`src/sv/acc_alu_pkg.sv`:
```
package acc_alu_pkg;

  // Fixed widths of the channel fields
  localparam int IO_BITS    = 16;
  localparam int CMD_BITS   = 4;
  localparam int SHAMT_BITS = 6;

  typedef logic [CMD_BITS-1:0] cmd_t;

  // Operation codes
  localparam cmd_t CMD_LOAD  = 4'd0;
  localparam cmd_t CMD_NAND  = 4'd1;
  localparam cmd_t CMD_ADD   = 4'd2;
  localparam cmd_t CMD_SUB   = 4'd3;
  localparam cmd_t CMD_AND   = 4'd4;
  localparam cmd_t CMD_OR    = 4'd5;
  localparam cmd_t CMD_XOR   = 4'd6;
  localparam cmd_t CMD_NOT   = 4'd7;
  localparam cmd_t CMD_NEG   = 4'd8;
  localparam cmd_t CMD_SHR1  = 4'd9;
  localparam cmd_t CMD_SHIFT = 4'd10;
  localparam cmd_t CMD_MUL   = 4'd11;

  // Status flags, packed as N O C Z from msb to lsb
  typedef struct packed {
    logic n;
    logic o;
    logic c;
    logic z;
  } flags_t;

endpackage

```
`src/sv/acc_alu_if.sv`:
```
interface acc_alu_in_if;
  logic                                        valid;
  logic                                        ready;
  acc_alu_pkg::cmd_t                           command;
  logic [acc_alu_pkg::IO_BITS-1:0]             operand;
  logic signed [acc_alu_pkg::SHAMT_BITS-1:0]   shift_amount;

  modport source (output valid, command, operand, shift_amount, input ready);
  modport sink   (input valid, command, operand, shift_amount, output ready);
endinterface

interface acc_alu_out_if;
  logic                            valid;
  logic                            ready;
  logic [acc_alu_pkg::IO_BITS-1:0] accumulator;
  logic                            zero_flag;
  logic                            carry_flag;
  logic                            overflow_flag;
  logic                            negative_flag;

  modport source (output valid, accumulator, zero_flag, carry_flag, overflow_flag,
                  negative_flag, input ready);
  modport sink   (input valid, accumulator, zero_flag, carry_flag, overflow_flag,
                  negative_flag, output ready);
endinterface

```
`src/sv/acc_alu_exec.sv`:
```
module acc_alu_exec #(
  parameter int WORD_BITS = 16
) (
  input  acc_alu_pkg::cmd_t                          cmd,
  input  logic [acc_alu_pkg::IO_BITS-1:0]            operand,
  input  logic signed [acc_alu_pkg::SHAMT_BITS-1:0]  shift_amount,
  input  logic [WORD_BITS-1:0]                       acc,
  input  acc_alu_pkg::flags_t                        flags,
  output logic [WORD_BITS-1:0]                       acc_nxt,
  output acc_alu_pkg::flags_t                        flags_nxt
);

  localparam int EXT_BITS = (WORD_BITS > acc_alu_pkg::IO_BITS) ? WORD_BITS
                                                                : acc_alu_pkg::IO_BITS;

  logic [EXT_BITS-1:0]  opnd_ext;
  logic [WORD_BITS-1:0] b;
  logic [WORD_BITS-1:0] neg_b;
  logic [WORD_BITS-1:0] addend;
  logic [WORD_BITS-1:0] sum;
  logic                 add_c;
  logic                 add_o;
  logic [4:0]           lsh_m1;
  logic [4:0]           rsh_m1;
  logic [WORD_BITS-1:0] lsh_part;
  logic [WORD_BITS-1:0] rsh_part;
  logic [WORD_BITS-1:0] prod;
  logic                 c_nxt;
  logic                 o_nxt;
  logic                 hold;
  logic                 z_only;

  // Fit the operand to the word
  assign opnd_ext = EXT_BITS'(operand);
  assign b        = opnd_ext[WORD_BITS-1:0];

  // Adder shared by add and subtract; subtract adds the two's negation
  assign neg_b  = (~b) + WORD_BITS'(1);
  assign addend = (cmd == acc_alu_pkg::CMD_SUB) ? neg_b : b;
  assign {add_c, sum} = {1'b0, acc} + {1'b0, addend};
  assign add_o  = (acc[WORD_BITS-1] == addend[WORD_BITS-1]) &&
                  (sum[WORD_BITS-1] != acc[WORD_BITS-1]);

  // Barrel shift by one less than the amount; the last step yields C, and O for a left shift
  assign lsh_m1   = shift_amount[4:0] - 5'd1;
  assign rsh_m1   = ~shift_amount[4:0];
  assign lsh_part = acc << lsh_m1;
  assign rsh_part = acc >> rsh_m1;

  // Low half of the product
  assign prod = acc * b;

  // Decode the operation
  always_comb begin
    acc_nxt = acc;
    c_nxt   = 1'b0;
    o_nxt   = 1'b0;
    hold    = 1'b0;
    z_only  = 1'b0;
    unique case (cmd) inside
      acc_alu_pkg::CMD_LOAD: acc_nxt = b;
      acc_alu_pkg::CMD_NAND: acc_nxt = ~(acc & b);
      acc_alu_pkg::CMD_ADD, acc_alu_pkg::CMD_SUB: begin
        acc_nxt = sum;
        c_nxt   = add_c;
        o_nxt   = add_o;
      end
      acc_alu_pkg::CMD_AND:  acc_nxt = acc & b;
      acc_alu_pkg::CMD_OR:   acc_nxt = acc | b;
      acc_alu_pkg::CMD_XOR:  acc_nxt = acc ^ b;
      acc_alu_pkg::CMD_NOT:  acc_nxt = ~acc;
      acc_alu_pkg::CMD_NEG:  acc_nxt = (~acc) + WORD_BITS'(1);
      acc_alu_pkg::CMD_SHR1: acc_nxt = acc >> 1;
      acc_alu_pkg::CMD_SHIFT: begin
        if (shift_amount == '0) begin
          z_only = 1'b1;
        end else if (shift_amount[acc_alu_pkg::SHAMT_BITS-1]) begin
          acc_nxt = rsh_part >> 1;
          c_nxt   = rsh_part[0];
        end else begin
          acc_nxt = lsh_part << 1;
          c_nxt   = lsh_part[WORD_BITS-1];
          o_nxt   = lsh_part[WORD_BITS-1] ^ lsh_part[WORD_BITS-2];
        end
      end
      acc_alu_pkg::CMD_MUL:  acc_nxt = prod;
      default:               hold = 1'b1;
    endcase
  end

  // Build the new flags
  always_comb begin
    if (hold) begin
      flags_nxt = flags;
    end else if (z_only) begin
      flags_nxt   = flags;
      flags_nxt.z = (acc == '0);
    end else begin
      flags_nxt.n = acc_nxt[WORD_BITS-1];
      flags_nxt.o = o_nxt;
      flags_nxt.c = c_nxt;
      flags_nxt.z = (acc_nxt == '0);
    end
  end

endmodule

```
`src/sv/accumulator_alu_with_flags_top.sv`:
```
// Channel | Dir | Payload                                          | Handshake
// in_ch   | in  | command[3:0], operand[15:0], shift_amount[5:0]   | valid/ready
// out_ch  | out | accumulator[15:0], zero/carry/overflow/negative  | valid/ready
//
// One request per cycle sustained while results are taken; each request passes
// through the input register and then waits in the result register until it is
// taken. The loop through the combinational ALU and the accumulator register sets
// the rate. Reset (rst_n low, synchronous) clears the accumulator, the flags and
// both valid bits. A stalled result holds the pipe; new requests are still taken
// while the input register is free or moving on.
module accumulator_alu_with_flags_top #(
  parameter int WORD_BITS = 16
) (
  input  logic          clk,
  input  logic          rst_n,
  acc_alu_in_if.sink    in_ch,
  acc_alu_out_if.source out_ch
);

  localparam int EXT_BITS = (WORD_BITS > acc_alu_pkg::IO_BITS) ? WORD_BITS
                                                                : acc_alu_pkg::IO_BITS;

  // Input register
  logic                                       in_v_r;
  acc_alu_pkg::cmd_t                          cmd_r;
  logic [acc_alu_pkg::IO_BITS-1:0]            opnd_r;
  logic signed [acc_alu_pkg::SHAMT_BITS-1:0]  shamt_r;

  // Architectural state
  logic [WORD_BITS-1:0]  acc_r;
  logic [WORD_BITS-1:0]  acc_nxt;
  acc_alu_pkg::flags_t   flags_r;
  acc_alu_pkg::flags_t   flags_nxt;

  // Result register
  logic                            out_v_r;
  logic [acc_alu_pkg::IO_BITS-1:0] out_acc_r;
  acc_alu_pkg::flags_t             out_flags_r;

  logic [EXT_BITS-1:0] acc_ext;
  logic                advance;

  assign advance     = in_v_r && (!out_v_r || out_ch.ready);
  assign in_ch.ready = !in_v_r || advance;

  // Capture the request
  always_ff @(posedge clk) begin
    if (!rst_n) begin
      in_v_r <= 1'b0;
    end else if (in_ch.ready) begin
      in_v_r <= in_ch.valid;
    end
  end

  always_ff @(posedge clk) begin
    if (in_ch.valid && in_ch.ready) begin
      cmd_r   <= in_ch.command;
      opnd_r  <= in_ch.operand;
      shamt_r <= in_ch.shift_amount;
    end
  end

  acc_alu_exec #(
    .WORD_BITS(WORD_BITS)
  ) u_exec (
    .cmd          (cmd_r),
    .operand      (opnd_r),
    .shift_amount (shamt_r),
    .acc          (acc_r),
    .flags        (flags_r),
    .acc_nxt      (acc_nxt),
    .flags_nxt    (flags_nxt)
  );

  // Advance the accumulator and flags
  always_ff @(posedge clk) begin
    if (!rst_n) begin
      acc_r   <= '0;
      flags_r <= '0;
    end else if (advance) begin
      acc_r   <= acc_nxt;
      flags_r <= flags_nxt;
    end
  end

  // Load the result register; drop it once taken
  assign acc_ext = EXT_BITS'(acc_nxt);

  always_ff @(posedge clk) begin
    if (!rst_n) begin
      out_v_r <= 1'b0;
    end else if (advance) begin
      out_v_r <= 1'b1;
    end else if (out_ch.ready) begin
      out_v_r <= 1'b0;
    end
  end

  always_ff @(posedge clk) begin
    if (advance) begin
      out_acc_r   <= acc_ext[acc_alu_pkg::IO_BITS-1:0];
      out_flags_r <= flags_nxt;
    end
  end

  assign out_ch.valid         = out_v_r;
  assign out_ch.accumulator   = out_acc_r;
  assign out_ch.zero_flag     = out_flags_r.z;
  assign out_ch.carry_flag    = out_flags_r.c;
  assign out_ch.overflow_flag = out_flags_r.o;
  assign out_ch.negative_flag = out_flags_r.n;

`ifndef SYNTH
  // N always tracks the accumulator sign bit
  a_sign_tracks_acc: assert property (@(posedge clk) disable iff (!rst_n)
    flags_r.n == acc_r[WORD_BITS-1])
    else $error("negative flag out of step with accumulator");

  // An item leaving the input register shows up as a result
  a_advance_gives_result: assert property (@(posedge clk) disable iff (!rst_n)
    advance |=> out_v_r)
    else $error("result missing after advance");

  // A held request stays in the input register
  a_held_item_kept: assert property (@(posedge clk) disable iff (!rst_n)
    in_v_r && !advance |=> in_v_r)
    else $error("request lost while stalled");

  // AND and XOR clear carry and overflow
  a_logic_clears_co: assert property (@(posedge clk) disable iff (!rst_n)
    advance && (cmd_r == acc_alu_pkg::CMD_AND || cmd_r == acc_alu_pkg::CMD_XOR)
    |=> !flags_r.c && !flags_r.o)
    else $error("carry or overflow left set by bitwise operation");
`endif

endmodule
```
`src/flat_wrapper.sv`:
```
// flat-port wrapper written by rule: the top's interface ports become plain ports
module accumulator_alu_with_flags_top_flat 
#(
  parameter int WORD_BITS = 16
)
  (clk, rst_n, in_ch_valid, in_ch_command, in_ch_operand, in_ch_shift_amount, in_ch_ready, out_ch_valid, out_ch_accumulator, out_ch_zero_flag, out_ch_carry_flag, out_ch_overflow_flag, out_ch_negative_flag, out_ch_ready);
  acc_alu_in_if in_ch_i ();
  acc_alu_out_if out_ch_i ();
  input  logic clk;
  input  logic rst_n;
  input wire logic [$bits(in_ch_i.valid)-1:0] in_ch_valid;
  input wire logic [$bits(in_ch_i.command)-1:0] in_ch_command;
  input wire logic [$bits(in_ch_i.operand)-1:0] in_ch_operand;
  input wire logic [$bits(in_ch_i.shift_amount)-1:0] in_ch_shift_amount;
  output wire logic [$bits(in_ch_i.ready)-1:0] in_ch_ready;
  output wire logic [$bits(out_ch_i.valid)-1:0] out_ch_valid;
  output wire logic [$bits(out_ch_i.accumulator)-1:0] out_ch_accumulator;
  output wire logic [$bits(out_ch_i.zero_flag)-1:0] out_ch_zero_flag;
  output wire logic [$bits(out_ch_i.carry_flag)-1:0] out_ch_carry_flag;
  output wire logic [$bits(out_ch_i.overflow_flag)-1:0] out_ch_overflow_flag;
  output wire logic [$bits(out_ch_i.negative_flag)-1:0] out_ch_negative_flag;
  input wire logic [$bits(out_ch_i.ready)-1:0] out_ch_ready;
  assign in_ch_i.valid = in_ch_valid;
  assign in_ch_i.command = in_ch_command;
  assign in_ch_i.operand = in_ch_operand;
  assign in_ch_i.shift_amount = in_ch_shift_amount;
  assign in_ch_ready = in_ch_i.ready;
  assign out_ch_valid = out_ch_i.valid;
  assign out_ch_accumulator = out_ch_i.accumulator;
  assign out_ch_zero_flag = out_ch_i.zero_flag;
  assign out_ch_carry_flag = out_ch_i.carry_flag;
  assign out_ch_overflow_flag = out_ch_i.overflow_flag;
  assign out_ch_negative_flag = out_ch_i.negative_flag;
  assign out_ch_i.ready = out_ch_ready;
  accumulator_alu_with_flags_top #(.WORD_BITS(WORD_BITS)) u_core (.clk(clk), .rst_n(rst_n), .in_ch(in_ch_i), .out_ch(out_ch_i));
endmodule
```
`config.mk`:
```
export PLATFORM = sky130hd
export DESIGN_NAME = accumulator_alu_with_flags_top_flat
export DESIGN_NICKNAME = d
export VERILOG_FILES = /design/src/sv/acc_alu_pkg.sv /design/src/sv/acc_alu_if.sv /design/src/sv/acc_alu_exec.sv /design/src/sv/accumulator_alu_with_flags_top.sv /design/src/flat_wrapper.sv
export SDC_FILE = /design/constraint.sdc
export NUM_CORES = 1
export LEC_CHECK = 0
export ABC_AREA = 1
export BUFFER_PORTS_ARGS = -buffer_cell sky130_fd_sc_hd__buf_2
export CORE_ASPECT_RATIO = 1.2
export CORE_MARGIN = 4
export CORE_UTILIZATION = 46
export DETAILED_ROUTE_END_ITERATION = 6
export GPL_ROUTABILITY_DRIVEN = 1
export GPL_TIMING_DRIVEN = 0
export MAX_ROUTING_LAYER = met4
export PLACE_DENSITY_LB_ADDON = 0.2
export SYNTH_ARGS = -nofsm -noshare
export SYNTH_HDL_FRONTEND = slang
export SYNTH_SLANG_ARGS = --single-unit
```
`constraint.sdc`:
```
create_clock -name clk -period 7.8 [get_ports clk]
set_input_delay 1.17 -clock clk [delete_from_list [all_inputs] [get_ports clk]]
set_output_delay 1.17 -clock clk [all_outputs]
set_load 0.02 [all_outputs]
```
==> metrics.txt, run 1 <==
crit end category register; min Tclk post-route 7.40 ns; vias per cell 5.60; final setup fails 0; drt total wl 45.8 mm; largest net degree at the start of global routing 30; initial core utilization 46.6%; WL per Instance 20.9 µm; crit path max fanout 10; ys async rst share 0%; # clock sinks 68; num rows 63; Worst-Skew Late Latency 0.37 ns; Crit Path Class reg -> reg; CP required 7.91 ns; vias in the first global route 11858; Net count, final 2067; FF-to-FF path depth 30; CP Data Arrival Time 7.51 ns; Setup TNS 0 ns; CTS root buf clkbuf_16; Filler Cell Count 2603; status completed; distinct cell type count after synthesis 49; Post-DRT Antenna Nets 0; RSZ-0062 raised after global routing false; CP top delay family adder cells; WHS 0.510 ns; cts bufs inserted 9; DR pass1 iterations 6; Peak Freq 0.135 GHz; hold crit path type reg -> reg; post-route setup slack 0.404 ns; Final Skew 0.0195 ns; Tcrit/Tclk final 94.8%; Seq/Total Area, Yosys 15.8%; max-slew violations 0; DRC 0; IO Count 52; syn nets 2005; Synth Instances 1794; detailed-placement wirelength estimate 36.5 mm; dpl ws 0.425 ns; Area Growth Syn to Fin 8.46%; DR vias 12251; count of final hold-check violations 0; hold depth 2; leakage 6.83 nW; FF/Latch Area 1820 µm²; Post-Layout Inst Area 12500 µm²; Seq cells post-synth 68; fraction of layout cells with a size suffix above 1 7.74%; chip width 152 µm; mapped cell area 11500 µm²; max incr delay on CP 0.85 ns; max cap viols 0; Slew @ Worst Pin 1.30 ns; Post-CTS Setup Repair Bufs 0; DP Area 12200 µm²; Yosys warning total 0; WP depth 30; global route overflow 0; Buffers & Inverters on Critical Path 9; Multi-input gate area 8040 µm²; CP startpoint kind register; Die Footprint 27600 µm²; Total GRT Usage 33.4%; die height 181 µm; Max Buffers Root-to-Sink 2; DR iter-0 viols 1145; Port Buffers 51; main flop type after synthesis edfxtp_1; power density cells 160 nW/µm²; worst vdd rail ir drop 194 µV; initial antenna violation count 0; CP max stage cell dfxtp_1; relative slew slack 12.9%; H-tree depth 3; EDFF count, synth 46; first-pass GRT wire length 68.4 mm; Worst path most repeated cell inv_1; Syn Area/Cell 6.41 µm²; Core Region 24700 µm²; CTS tree done; Clock transition at path regs 0.06 ns; GPL Wtd Cong 1.01
repair_timing:
item,CTS,global route
gates resized for setup,0,3
hold endpoints to repair,0,0
hold buffers,0,0
endpoints found under the setup margin,0,1
through the flow:
stage                     util, %  std cells  total power [mW]
after CTS                    50.5       2186              1.99
after floorplan                 -       1794              1.19
after global routing         50.5       2186              2.14
after detailed placement     49.3       2170              1.53
final                        50.5       2187              2.00
after global placement       49.3       2170              1.52
metal layers:
metal | vias to the layer above | wire length (µm) | global-route usage (%)
li1 | 5782 | - | -
met1 | 5791 | 17700 | 38.5
met2 | 507 | 22200 | 56.2
met3 | 171 | 3090 | 4.50
met4 | 0 | 2850 | 18.3
met5 | - | 0 | -
layout by cell type, fill, tap and decap left out, types with 8 or more instances in the layout:
master / instances
nand2_1: 507
inv_1: 326
nand3_1: 170
nor2_1: 138
ha_1: 101
o21ai_0: 84
fa_1: 80
buf_2: 79
a21oi_1: 69
edfxtp_1: 46
nand4_1: 27
clkbuf_1: 25
dfxtp_1: 22
xor2_1: 19
o22ai_1: 18
inv_2: 12
nor3_1: 11
clkbuf_16: 9
buf_4: 8
buf_1: 8
o211ai_1: 8
nand3b_1: 8
worst reg2reg max path: cells and delay by family, from the launching register on:
kind | cells | cell delay (ns)
compound gates | 3 | 0.63
fa+ha+maj | 7 | 3.16
buf+inv | 9 | 1.34
flops | 1 | 0.85
simple gates | 11 | 1.17
logic make-up after synthesis:
family / share of synthesized area (%)
fa+ha+maj: 24.9
xor+xnor: 2.05
flops: 15.8
compound gates: 10.5
buf+inv: 14.2
simple gates: 32.5
final timing paths:
| path | end | start | slack, ns |
|---|---|---|---|
| max | u_core.out_ch.zero_flag$_DFFE_PP_ | u_core.acc_r[6]$_SDFFE_PN0P_ | 0.40 |
| min | u_core.out_ch.valid$_SDFFE_PN0P_ | u_core.out_ch.valid$_SDFFE_PN0P_ | 0.51 |
| max reg2reg | u_core.out_ch.zero_flag$_DFFE_PP_ | u_core.acc_r[6]$_SDFFE_PN0P_ | 0.40 |
| min reg2reg | u_core.out_ch.valid$_SDFFE_PN0P_ | u_core.out_ch.valid$_SDFFE_PN0P_ | 0.51 |
final cells by class:
class | count | area share, %
antenna | 1 | 0.0201
buffer | 72 | 2.77
clock buffer | 9 | 1.81
clock inverter | 7 | 0.642
inverter | 343 | 10.3
multi-input combinational | 1311 | 64.5
sequential | 68 | 14.6
tap | 325 | 3.26
timing repair buffer | 51 | 2.05
state kept, by name (all words and copies together) (netlist names):
signal and flops:
u_core.in_v_r 1, u_core.out_ch.overflow_flag 1, u_core.flags_r 4, u_core.out_ch.accumulator 16
u_core.out_ch.zero_flag 1, u_core.cmd_r 4, u_core.opnd_r 16, u_core.out_ch.carry_flag 1
u_core.out_ch.valid 1, u_core.out_ch.negative_flag 1, u_core.shamt_r 6, u_core.acc_r 16
synth_stat cells, types with 11 or more instances:
master      n  share of area (%)
nand2_1   507                 17
inv_1     326                 11
nand3_1   170                7.4
nor2_1    138                4.5
ha_1      101                 11
o21ai_0    84                3.7
fa_1       80                 14
a21oi_1    69                3.0
edfxtp_1   46                 12
buf_2      28                1.2
clkbuf_1   27               0.88
nand4_1    27                1.5
dfxtp_1    22                3.8
xor2_1     19                1.4
o22ai_1    18               0.98
inv_2      12               0.39
nor3_1     11               0.48
power breakdown:
part	leakage (nW)	switching, mW	internal [mW]
logic	6.06	0.740	0.359
registers	0.625	0.0326	0.417
clock network	0.143	0.194	0.252
total	6.83	0.967	1.03
No activity file was read; power rests on OpenSTA's default activity.
==> run 2: changes to the inputs <==
--- a/config.mk
+++ b/config.mk
@@ -7,12 +7,15 @@
 export LEC_CHECK = 0
 export ABC_AREA = 1
 export BUFFER_PORTS_ARGS = -buffer_cell sky130_fd_sc_hd__buf_2
-export CORE_ASPECT_RATIO = 1.2
+export CELL_PAD_IN_SITES_DETAIL_PLACEMENT = 0
+export CELL_PAD_IN_SITES_GLOBAL_PLACEMENT = 1
+export CORE_ASPECT_RATIO = 0.7
 export CORE_MARGIN = 4
 export CORE_UTILIZATION = 46
 export DETAILED_ROUTE_END_ITERATION = 6
 export GPL_ROUTABILITY_DRIVEN = 1
 export GPL_TIMING_DRIVEN = 0
+export HOLD_SLACK_MARGIN = 0.08
 export MAX_ROUTING_LAYER = met4
 export PLACE_DENSITY_LB_ADDON = 0.2
 export SYNTH_ARGS = -nofsm -noshare
==> metrics.txt, run 2 (synthesis results as in run 1) <==
status completed; Worst-Skew Late Latency 0.37 ns (about the same); initial core utilization 46.7% (+0.092 points); Gate power share 55.2% (about the same); crit path max fanout 10 (unchanged); CP startpoint kind register; switching pwr 1.01 mW (+4.0%); Port Buffers 51 (unchanged); DR pass1 iterations 6 (unchanged); # clock sinks 68 (unchanged); Slew @ Worst Pin 0.930 ns (-0.375 ns); fraction of layout cells with a size suffix above 1 7.90% (+0.17 points); clock share of power 22.7% (+0.3 points); power density cells 163 nW/µm² (+2.1%); num rows 48 (-24%); GPL Wtd Cong 1.04 (+2.7%); count of final hold-check violations 0 (unchanged); RSZ-0062 raised after global routing false; Setup TNS 0 ns (unchanged); Seq pwr share 22.0% (-0.5 points); Final Skew 0.0149 ns (-0.00456 ns); DR vias 12397 (+1.2%); global route overflow 0 (unchanged); most frequent cells in the layout nand2_1, inv_1, nand3_1; cts bufs inserted 9 (unchanged); CTS root buf clkbuf_16; DP Area 12200 µm² (unchanged); die height 140 µm (-23%); min Tclk post-route 7.33 ns (-0.0673 ns); hold crit path type reg -> reg; chip width 197 µm (+29%); Post-DRT Antenna Nets 0 (unchanged); most common cell after layout, fill and taps aside nand2_1; vias in the first global route 11658 (-1.7%); first-pass GRT wire length 71.4 mm (+4.3%); drt total wl 46.7 mm (+1.8%); Pint 1.03 mW (+0.62%); final setup fails 0 (unchanged); Core Region 24600 µm² (-0.20%); detailed-placement wirelength estimate 37.0 mm (+1.4%); Post-Layout Inst Area 12500 µm² (+0.20%); leakage 6.85 nW (+0.21%); Area Growth Syn to Fin 8.67%; Die Footprint 27600 µm² (+0.11%); max cap viols 0 (unchanged); Net count, final 2066 (-0.048%); Crit Path Class reg -> reg; CP Data Arrival Time 7.45 ns (-0.06 ns); IO Count 52 (unchanged); CP max stage cell dfxtp_1; cell total after placement 2170 (unchanged); relative slew slack 38.0% (+25 points); crit end category register; Tcrit/Tclk final 94.0% (-0.86 points); initial antenna violation count 0 (unchanged); WL per Instance 21.3 µm (+1.9%); worst vdd rail ir drop 150 µV (-23%); DRC 0 (unchanged); DR iter-0 viols 1767 (+54%); final cell count without fillers 2186 (-0.046%); switch share 49.3% (+0.84 points); CP required 7.92 ns (about the same); max incr delay on CP 0.80 ns (-0.05 ns); Max Buffers Root-to-Sink 2 (unchanged); Peak Freq 0.136 GHz (+0.92%); Clock transition at path regs 0.08 ns (+0.02 ns); largest net degree at the start of global routing 30 (unchanged); Total GRT Usage 35.0% (+1.6 points); H-tree depth 3 (unchanged); vias per cell 5.67 (+1.2%); CTS tree done; max-slew violations 0 (unchanged)
-- run 2: cell count changes in the layout (fill, tap and decap cells not counted), sizes merged --
cell / change
clkbuf: -2
buf: +1
clkinv: +1
inv: -1
-- run 2: power groups by stage --
stage,combinational (mW),sequential (mW),clock (mW)
3_3_place_gp,1.08,0.456,0
5_1_grt,1.26,0.451,0.480
4_1_cts,1.10,0.449,0.467
2_1_floorplan,0.738,0.450,0
6_report,1.13,0.450,0.464
3_5_place_dp,1.09,0.456,0
-- run 2: repair_timing --
action,4_1_cts,5_1_grt
resized for setup,0,7
setup endpoints to repair,0,4
endpoints found under the hold margin,0,0
hold buffers,0,0
setup buffers,0,0
-- run 2: area by class of cell --
| class | count | area (µm²) |
|---|---|---|
| fillers | 2577 | 12100 |
| multi-input cells | 1311 | 8040 |
| flip-flops and latches | 68 | 1820 |
| inverters | 343 | 1290 |
| well taps | 325 | 407 |
| plain buffers | 70 | 340 |
| repair buffers | 52 | 283 |
| clock buffers | 9 | 225 |
| clock inverters | 7 | 82.6 |
| diodes | 1 | 2.50 |
-- run 2: stage by stage --
stage / total power [mW] / setup slack (ns) / hold slack, ns / utilization, %
2_1_floorplan: 1.19 / 1.98 / 0.495 / -
3_3_place_gp: 1.54 / 0.382 / 0.496 / 49.4
3_5_place_dp: 1.55 / 0.434 / 0.516 / 49.4
4_1_cts: 2.02 / 0.290 / 0.527 / 50.6
5_1_grt: 2.19 / 0.0508 / 0.591 / 50.7
6_report: 2.04 / 0.471 / 0.532 / 50.7
-- run 2: final timing paths --
kind                                                       start                                 to  slack, ns  cells past startpoint
worst max-delay path                u_core.acc_r[9]$_SDFFE_PN0P_  u_core.out_ch.zero_flag$_DFFE_PP_       0.47                     28
worst min-delay path            u_core.out_ch.valid$_SDFFE_PN0P_   u_core.out_ch.valid$_SDFFE_PN0P_       0.53                      2
worst max register to register      u_core.acc_r[9]$_SDFFE_PN0P_  u_core.out_ch.zero_flag$_DFFE_PP_       0.47                     28
worst min register to register  u_core.out_ch.valid$_SDFFE_PN0P_   u_core.out_ch.valid$_SDFFE_PN0P_       0.53                      2
-- run 2: critical path, delay by kind of cell (launching register included) --
family                   cells  cell delay (ns)
buffers and inverters        7             0.94
adder cells (fa/ha/maj)      7             3.46
flip-flops                   1             0.80
AND/OR/NAND/NOR             11             1.15
AO/OA/AOI/OAI                3             0.70
-- run 2: layer usage --
| metal | track usage [%] | wire [µm] | up-vias |
|---|---|---|---|
| li1 | - | - | 5775 |
| met2 | 44.3 | 17500 | 769 |
| met1 | 53.2 | 21400 | 5764 |
| met5 | - | 0 | - |
| met4 | 7.84 | 1040 | 0 |
| met3 | 11.6 | 6710 | 89 |
